$ cat config.mk
export PLATFORM = sky130hd
export DESIGN_NAME = hsv_to_rgb_percent_unit
export DESIGN_NICKNAME = d
export VERILOG_FILES = /design/src/hdl/hsvrgb_pkg.sv /design/src/hdl/hsv_to_rgb_percent_unit.sv
export SDC_FILE = /design/constraint.sdc
export NUM_CORES = 2
export LEC_CHECK = 0
export BUFFER_PORTS_ARGS = -buffer_cell sky130_fd_sc_hd__buf_2
export CAP_MARGIN = 5
export CORE_MARGIN = 2
export CORE_UTILIZATION = 25
export DETAILED_ROUTE_END_ITERATION = 10
export PLACE_DENSITY = 0.38
export SYNTH_ARGS = -nofsm -noshare
export SYNTH_HDL_FRONTEND = slang
export SYNTH_SLANG_ARGS = --single-unit
$ cat constraint.sdc
create_clock -name clock -period 7.7 [get_ports clock]
set_input_delay 0.385 -clock clock [delete_from_list [all_inputs] [get_ports clock]]
set_output_delay 0.385 -clock clock [all_outputs]
set_load 0.01 [all_outputs]
$ cat src/hdl/hsvrgb_pkg.sv
// Shared types and constants for the HSV to RGB percent converter.
package hsvrgb_pkg;

   // One input item: hue in degrees, saturation and value in percent.
   typedef struct packed {
      logic [8:0] hue;
      logic [6:0] saturation;
      logic [6:0] brightness;
   } req_type;

   // One result item: truncated 8-bit channel levels.
   typedef struct packed {
      logic [7:0] red;
      logic [7:0] green;
      logic [7:0] blue;
   } rsp_type;

   // Register stages between the request and response ports.
   localparam int STAGES = 6;

endpackage

$ cat src/hdl/hsv_to_rgb_percent_unit.sv
// HSV (degrees, percent) to 8-bit RGB conversion pipeline.
//
//   channel  ports                          direction  item
//   -------  -----------------------------  ---------  ---------------------------------
//   request  req_valid, req_ready, req_data  in         hue 0..359, saturation, brightness
//   response rsp_valid, rsp_ready, rsp_data  out        red, green, blue levels
//
// One item enters per clock while req_ready is high. Each result passes through
// the six register stages before it leaves.
// Reset clears every stage valid bit; payload registers are not reset.
// A stall on the response side holds the last stage; empty stages ahead of it keep
// filling, so req_ready drops only when all six stages hold items.
//
// Arithmetic: with K in units of 1/6000 of full scale,
//   level = floor(v * 255 * K / 600000) = floor(v * 17 * K / 40000),
// and the division by 40000 is a shift by 6 followed by division by 625,
// done as a reciprocal multiply with a one-step correction.
module hsv_to_rgb_percent_unit (
   input  logic                clock,
   input  logic                reset,
   input  logic                req_valid,
   output logic                req_ready,
   input  hsvrgb_pkg::req_type req_data,
   output logic                rsp_valid,
   input  logic                rsp_ready,
   output hsvrgb_pkg::rsp_type rsp_data
);

   localparam int NST             = hsvrgb_pkg::STAGES;
   localparam int HUE_W           = 9;
   localparam int HUE_SECTOR      = 60;
   localparam int SEXT_MAX        = ((1 << HUE_W) - 1) / HUE_SECTOR;
   localparam int PCT_MAX         = 100;
   localparam int FULL_K          = PCT_MAX * HUE_SECTOR;
   localparam int LEVEL_NUM       = 17;
   localparam int LEVEL_DEN_SHIFT = 6;
   localparam int LEVEL_DEN_ODD   = 625;
   localparam int RECIP_SHIFT     = 24;
   localparam int RECIP           = (1 << RECIP_SHIFT) / LEVEL_DEN_ODD;

   // Sextant codes; anything above the red-rising sextant maps to blue falling.
   localparam logic [3:0] SEXT_GREEN_RISE = 4'd0;
   localparam logic [3:0] SEXT_RED_FALL   = 4'd1;
   localparam logic [3:0] SEXT_BLUE_RISE  = 4'd2;
   localparam logic [3:0] SEXT_GREEN_FALL = 4'd3;
   localparam logic [3:0] SEXT_RED_RISE   = 4'd4;

   // Count the sector boundaries at or below the hue.
   function automatic logic [3:0] hue_sextant(input logic [HUE_W-1:0] hue);
      logic [3:0] sext;
      sext = '0;
      for (int i = 1; i <= SEXT_MAX; i++) begin
         if (hue >= HUE_W'(i * HUE_SECTOR)) begin
            sext = sext + 4'd1;
         end
      end
      return sext;
   endfunction

   // ---------------- handshake: per-stage valid and load enable ----------------
   logic valid_ff [NST];
   logic load     [NST];

   always_comb begin
      load[NST-1] = !valid_ff[NST-1] || rsp_ready;
      for (int i = NST - 2; i >= 0; i--) begin
         load[i] = !valid_ff[i] || load[i+1];
      end
   end

   assign req_ready = load[0];
   assign rsp_valid = valid_ff[NST-1];

   always_ff @(posedge clock) begin
      if (reset) begin
         for (int i = 0; i < NST; i++) begin
            valid_ff[i] <= 1'b0;
         end
      end else begin
         if (load[0]) begin
            valid_ff[0] <= req_valid;
         end
         for (int i = 1; i < NST; i++) begin
            if (load[i]) begin
               valid_ff[i] <= valid_ff[i-1];
            end
         end
      end
   end

   // ---------------- stage 1: clamp percents, split hue into sextant and offset -
   logic [6:0] s1_sat_in, s1_val_in;
   logic [3:0] s1_sext_in;
   logic [5:0] s1_frac_in;
   logic [6:0] s1_sat_ff, s1_val_ff;
   logic [3:0] s1_sext_ff;
   logic [5:0] s1_frac_ff;

   always_comb begin
      s1_sat_in  = (req_data.saturation > 7'(PCT_MAX)) ? 7'(PCT_MAX) : req_data.saturation;
      s1_val_in  = (req_data.brightness > 7'(PCT_MAX)) ? 7'(PCT_MAX) : req_data.brightness;
      s1_sext_in = hue_sextant(req_data.hue);
      s1_frac_in = 6'(req_data.hue - HUE_W'(s1_sext_in) * HUE_W'(HUE_SECTOR));
   end

   always_ff @(posedge clock) begin
      if (load[0]) begin
         s1_sat_ff  <= s1_sat_in;
         s1_val_ff  <= s1_val_in;
         s1_sext_ff <= s1_sext_in;
         s1_frac_ff <= s1_frac_in;
      end
   end

   // ---------------- stage 2: minimum term, ramp term, scaled value -------------
   logic [12:0] s2_lo_in, s2_ramp_in;
   logic [10:0] s2_v17_in;
   logic [12:0] s2_lo_ff, s2_ramp_ff;
   logic [10:0] s2_v17_ff;
   logic [3:0]  s2_sext_ff;

   always_comb begin
      s2_lo_in   = 13'(7'(PCT_MAX) - s1_sat_ff) * 13'(HUE_SECTOR);
      s2_ramp_in = 13'(s1_sat_ff) * 13'(s1_frac_ff);
      s2_v17_in  = 11'(s1_val_ff) * 11'(LEVEL_NUM);
   end

   always_ff @(posedge clock) begin
      if (load[1]) begin
         s2_lo_ff   <= s2_lo_in;
         s2_ramp_ff <= s2_ramp_in;
         s2_v17_ff  <= s2_v17_in;
         s2_sext_ff <= s1_sext_ff;
      end
   end

   // ---------------- stage 3: pick max, min or ramp per channel -----------------
   // Lane order: red, green, blue.
   logic [12:0] s3_k_in [3];
   logic [12:0] s3_k_ff [3];
   logic [10:0] s3_v17_ff;
   logic [12:0] lo_up, hi_down, full;

   always_comb begin
      full    = 13'(FULL_K);
      lo_up   = s2_lo_ff + s2_ramp_ff;
      hi_down = full - s2_ramp_ff;
      unique case (s2_sext_ff)
         SEXT_GREEN_RISE: begin
            s3_k_in[0] = full;    s3_k_in[1] = lo_up;   s3_k_in[2] = s2_lo_ff;
         end
         SEXT_RED_FALL: begin
            s3_k_in[0] = hi_down; s3_k_in[1] = full;    s3_k_in[2] = s2_lo_ff;
         end
         SEXT_BLUE_RISE: begin
            s3_k_in[0] = s2_lo_ff; s3_k_in[1] = full;   s3_k_in[2] = lo_up;
         end
         SEXT_GREEN_FALL: begin
            s3_k_in[0] = s2_lo_ff; s3_k_in[1] = hi_down; s3_k_in[2] = full;
         end
         SEXT_RED_RISE: begin
            s3_k_in[0] = lo_up;   s3_k_in[1] = s2_lo_ff; s3_k_in[2] = full;
         end
         default: begin
            s3_k_in[0] = full;    s3_k_in[1] = s2_lo_ff; s3_k_in[2] = hi_down;
         end
      endcase
   end

   always_ff @(posedge clock) begin
      if (load[2]) begin
         s3_k_ff   <= s3_k_in;
         s3_v17_ff <= s2_v17_ff;
      end
   end

   // ---------------- stage 4: scale by value, drop the power-of-two divisor -----
   logic [23:0] s4_prod [3];
   logic [17:0] s4_y_in [3];
   logic [17:0] s4_y_ff [3];

   always_comb begin
      for (int c = 0; c < 3; c++) begin
         s4_prod[c] = 24'(s3_v17_ff) * 24'(s3_k_ff[c]);
         s4_y_in[c] = 18'(s4_prod[c] >> LEVEL_DEN_SHIFT);
      end
   end

   always_ff @(posedge clock) begin
      if (load[3]) begin
         s4_y_ff <= s4_y_in;
      end
   end

   // ---------------- stage 5: reciprocal estimate of y / 625 --------------------
   logic [32:0] s5_prod [3];
   logic [8:0]  s5_q_in [3];
   logic [8:0]  s5_q_ff [3];
   logic [17:0] s5_y_ff [3];

   always_comb begin
      for (int c = 0; c < 3; c++) begin
         s5_prod[c] = 33'(s4_y_ff[c]) * 33'(RECIP);
         s5_q_in[c] = 9'(s5_prod[c] >> RECIP_SHIFT);
      end
   end

   always_ff @(posedge clock) begin
      if (load[4]) begin
         s5_q_ff <= s5_q_in;
         s5_y_ff <= s4_y_ff;
      end
   end

   // ---------------- stage 6: correct the estimate by at most one ---------------
   logic [17:0] s6_rem [3];
   logic [8:0]  s6_q   [3];
   hsvrgb_pkg::rsp_type s6_rsp_in, s6_rsp_ff;

   always_comb begin
      for (int c = 0; c < 3; c++) begin
         s6_rem[c] = s5_y_ff[c] - 18'(s5_q_ff[c]) * 18'(LEVEL_DEN_ODD);
         s6_q[c]   = s5_q_ff[c] + 9'(s6_rem[c] >= 18'(LEVEL_DEN_ODD));
      end
      s6_rsp_in.red   = 8'(s6_q[0]);
      s6_rsp_in.green = 8'(s6_q[1]);
      s6_rsp_in.blue  = 8'(s6_q[2]);
   end

   always_ff @(posedge clock) begin
      if (load[5]) begin
         s6_rsp_ff <= s6_rsp_in;
      end
   end

   assign rsp_data = s6_rsp_ff;

endmodule

# ---- After elaboration in Yosys (flattened, before gate mapping)
# Memories as Yosys holds them, arrays and structs flattened.
# Cells that the tools add are included.
dict set report word_totals {
  mem_count 1
  word_cells 126
  regBits 272
  in_bits 27
  mem_bits_rw 6
}
dict set report classes {
  mux 35
  bitwise_logic 6
  magnitude_cmp 13
  n_addsub 17
  n_eq_ne 4
  n_reduce_logical 13
  n_mul 13
}
# memory words word_bits read_ports rd_clocked_by_memory_dff write_ports line_no
set memory_table {}
lappend memory_table {valid_ff 6 1 6 0 6 hsv_to_rgb_percent_unit.sv:61} ;# logic valid_ff [NST];
# operator count
set op_table {}
lappend op_table {{39-bit one-hot mux with 5 select lines} 1}
lappend op_table {{18-bit by 15-bit multiplier with 33-bit output, second input constant} 3}
lappend op_table {{11-bit by 13-bit multiplier with 24-bit output} 3}
lappend op_table {{18-bit by 10-bit >= comparator with 1-bit output, second input constant} 3}
lappend op_table {{9-bit by 10-bit multiplier with 18-bit output, second input constant} 3}
lappend op_table {{18-bit subtractor} 3}
lappend op_table {{9-bit >= comparator, second input constant} 4}
lappend op_table {{4-bit by 1-bit adder with 4-bit output, second input constant} 7}
lappend op_table {{4-bit 2-to-1 mux} 7}
lappend op_table {{1-bit 2-to-1 mux} 27}
lappend op_table {{8-bit by 1-bit adder with 8-bit output} 3}
lappend op_table {{9-bit by 8-bit >= comparator with 1-bit output, second input constant} 2}
lappend op_table {{7-bit > comparator, second input constant} 2}
lappend op_table {{13-bit adder} 1}
lappend op_table {{13-bit by 4-bit multiplier with 11-bit output, second input constant} 1}
lappend op_table {{7-bit by 6-bit multiplier with 13-bit output} 1}
lappend op_table {{13-bit subtractor, first input constant} 1}
lappend op_table {{7-bit by 5-bit multiplier with 11-bit output, second input constant} 1}
lappend op_table {{9-bit by 6-bit >= comparator with 1-bit output, second input constant} 1}
lappend op_table {{9-bit by 7-bit >= comparator with 1-bit output, second input constant} 1}
lappend op_table {{4-bit by 2-bit == test with 1-bit output, second input constant} 2}
lappend op_table {{7-bit by 7-bit subtractor with 8-bit output, first input constant} 1}
lappend op_table {{1-bit logical NOT} 6}
lappend op_table {{1-bit logical OR} 6}
lappend op_table {{6 further kinds} 11}

# ---- Depth between registers and ports, before layout
dict set report logic_depth {
  depth_word 18
  mapped_depth 30
  mapped_depth_nobuf 29
}

# ---- Worst setup path after synthesis
# OpenSTA, ideal clock, no wires.
dict set report synth_path {
  path_kind {reg2reg}
  from {register s3_v17_ff[2]}
  to {register s4_y_ff[17] (netlist name), data pin}
  n_path_buf 2
  t_arrival_ns 5.622
  path_slack_ns 1.818
  path_stages_with_launch 24
  setup_time_ns 0.260
  cell_sequence {edfxtp_1 > clkbuf_1 > clkbuf_1 > nand2_1 > fa_1 > inv_1 > fa_1 > inv_1 > fa_1 > inv_1 > fa_1 > inv_1 > fa_1 > inv_1 > ha_1 > o21a_1 > o2111ai_1 > nand2b_1 > and4_1 > a221oi_1 > a21oi_1 > a211o_1 > a21oi_1 > xnor2_1}
}
# item line_no
set synth_lines {}
lappend synth_lines {{start, declared} hsv_to_rgb_percent_unit.sv:141} ;# logic [10:0] s3_v17_ff;
lappend synth_lines {{start signal, assigned} hsv_to_rgb_percent_unit.sv:173} ;# s3_v17_ff <= s2_v17_ff;
lappend synth_lines {{end signal, assigned} hsv_to_rgb_percent_unit.sv:191} ;# s4_y_ff <= s4_y_in;
lappend synth_lines {{end, declared} hsv_to_rgb_percent_unit.sv:180} ;# logic [17:0] s4_y_ff [3];

==> summary.txt <==
GRT
  • Largest net degree at the start of global routing: 58
  • Remaining global-route overflow: 0
  • Vias in the first global route: 32.5k
  • GRT Overall Usage: approximately 12%
  • Global-route wire length before repair: between 150 and 200 mm
  • Initial antenna violation count: 1

Place
  • Gpl congestion: 0.818
  • PortBufs: 52
  • Post-DP Area: 49300 um2
  • Detailed Place HPWL: around 95 mm

Drt
  • Pre-antenna DRT Iters: 6
  • Vias/cell: 4.18
  • DR WL/cell: 15.7 um
  • DR iter-0 viols: 1054
  • Vias: around 30k
  • DR DRC count: 0
  • Final WL: between 100 and 150 mm
  • Routed Antenna Nets: 0

Synth
  • EDFF count, synth: ~280
  • Synthesized Nets: 6102
  • Register area share after synthesis: a little under a fifth
  • Synthesized area per cell: between 10 and 15 um2
  • Mapped Cells: 4602
  • Prevailing post-synth register cell: edfxtp_1
  • Mapped cell area: between 40000 and 50000 um2
  • Synthesis Warnings: 0
  • Async SR Flop Fraction: 0%
  • Synth area leaders: fa_1 30%, ha_1 21%, edfxtp_1 18%
  • Netlist cell types: just over 80
  • Flops & latches, synth: 278
  • Cell taking the most area after synthesis: fa_1
  • Top-area cell type share of the netlist area: 30.2%

Clock tree
  • H-tree levels: 2
  • Deepest clock path buffer count: 3
  • Sink Count: around 280
  • CTS tree: yes
  • Post-CTS setup buffers: 0
  • CTS Buf Count: 41
  • Clock transition at path regs: 0.06 ns
  • Clock Latency Late Sink: 0.62 ns
  • Clock tree root driver cell: clkbuf_16

STA
  • Worst clock skew: 0.0444 ns
  • Crit share post-route: 86.3%
  • Endpoints failing setup: 0
  • Tmin final: approximately 6.6 ns
  • Post-Route Setup TNS: 0 ns
  • Worst slew pin tran: about 1.2 ns
  • Final hold violation count: 0
  • Relative slew slack: between 15 and 20%
  • Unrepaired setup endpoints after global routing: false
  • F_max: approximately 150 MHz
  • Slew Limit Fails: 0

Hold path
  • Hold crit path type: in -> reg

Finish
  • Nets: just over 6k
  • Syn-to-layout area delta: 9.64%
  • Reg area: around 8300 um2
  • Multi-input gate area: roughly 33000 um2
  • Fraction of layout cells with a size suffix above 1: between 3 and 4%
  • Most frequent cells in the layout: 1124 x inv_1, 775 x ha_1, 698 x fa_1, 373 x nand2_1, 278 x edfxtp_1
  • Final cell area excluding filler cells: ~51000 um2
  • Most common cell after layout, fill and taps aside: inv_1
  • Fillcell total: about 20k

Floorplan
  • Die W: roughly 430 um
  • Placeable core region: between 150000 and 200000 um2
  • DIE AREA: 188000 um2
  • FP Rows: about 160
  • Initial Util: roughly a quarter
  • I/O Pins: 53
  • Chip height: between 400 and 500 um

Worst setup path
  • CP top delay family: adder cells
  • Worst Path Required: roughly 8 ns
  • Worst path cell trace: nand2_1, fa_1, fa_1, inv_1, fa_1, inv_1, fa_1, fa_1, inv_1, ha_1, and3_1, a221oi_1, o22ai_1, a31o_2, o211a_1, o21a_1, o21a_1, o41ai_1, xnor2_1
  • CP max FO: 31
  • Arr. time, crit path: 6.97 ns
  • Slowest CP cell: edfxtp_1
  • WS Path Type: reg -> reg
  • Slowest stage delay, CP: around 1.2 ns
  • Crit path buf inv count: 3
  • Critical Path Source Type: register
  • Worst Setup End Kind: register
  • Critical path's most frequent cell: fa_1

Run
  • Number of max-cap violations: 0

Outcome
  • Status: completed
==> logic make-up after synthesis <==
kind of cell,count (synthesis),share of synthesized area (%)
DFF,278,18.0
AOI/OAI and AO/OA,465,6.64
buffers and inverters,1238,10.1
adders and majority gates,1474,51.2
xor gates and xnor gates,209,4.01
muxes,15,0.338
and+or+nand+nor,923,9.69
==> area by class of cell <==
cell class,instances,area share [%]
antenna,1,0.00493
multi-input combinational,3086,65.6
clock buffer,44,2.05
tap,2464,6.08
clock inverter,28,0.511
inverter,1126,8.33
timing repair buffer,83,1.01
sequential,278,16.5
==> Yosys cell counts (all sizes together) (9+ instances only) <==
cell     number
a2111oi       9
a211oi       13
a21o         51
a21oi       128
a221oi        9
a22oi         9
and2        193
and3         17
buf           9
clkbuf      103
edfxtp      278
fa          698
ha          775
inv        1126
mux2i        13
nand2       375
nand2b       29
nand3        36
nand4        17
nor2        132
nor2b        22
nor3         33
o211ai       12
o21a         21
o21ai        91
o21bai       23
o22ai        17
o31ai         9
or2          19
or3          18
xnor2       146
xor2         62
==> through the flow <==
stage / utilization (%) / setup WS (ns) / hold slack, ns / instances
3_5_place_dp: 26.9 / 0.993 / 0.405 / 7030
3_3_place_gp: 26.9 / 1.03 / 0.407 / 7030
2_1_floorplan: - / 1.82 / 0.400 / 4602
5_1_grt: 27.6 / 0.617 / 0.0515 / 7109
4_1_cts: 27.6 / 0.973 / 0.00698 / 7109
6_report: 27.6 / 1.05 / 0.0704 / 7110
==> state kept, by name, indices dropped and copies added (netlist names) <==
| signal | count |
|---|---|
| s5_y_ff | 54 |
| s2_v17_ff | 11 |
| s1_sext_ff | 4 |
| s1_frac_ff | 6 |
| s1_val_ff | 7 |
| s1_sat_ff | 7 |
| valid_ff | 6 |
| s2_lo_ff | 11 |
| s2_ramp_ff | 13 |
| s5_q_ff | 27 |
| s4_y_ff | 54 |
| s3_v17_ff | 11 |
| s3_k_ff | 39 |
| rsp_data | 24 |
| s2_sext_ff | 4 |
==> what timing repair did <==
| action | 4_1_cts | 5_1_grt |
|---|---|---|
| setup endpoints to repair | 0 | 0 |
| gates resized for setup | 0 | 0 |
| endpoints found under the hold margin | 7 | 0 |
| hold buffers | 7 | 0 |
==> final timing paths <==
kind                            slack (ns)         start  cells after the start      endpoint
worst max-delay path                  1.05  s3_v17_ff[6]                     19   s4_y_ff[35]
worst min-delay path                  0.07  req_data[11]                      2  s1_sat_ff[4]
worst max register to register        1.05  s3_v17_ff[6]                     19   s4_y_ff[35]
worst min register to register        0.42  s2_v17_ff[8]                      0  s3_v17_ff[8]
==> metal layers <==
metal / up-vias / share of wire, % / wire length [um] / track usage [%]
li1: 14580 / - / - / -
met1: 14756 / 50 / 55500 / 17.4
met2: 287 / 46 / 51300 / 20.3
met3: 79 / 2.6 / 2960 / 1.41
met4: 0 / 1.7 / 1930 / 2.54
met5: - / 0 / 0 / 0
Power is not shown: default switching activity piles up to over one toggle a cycle in this logic, so the estimate is an artifact.
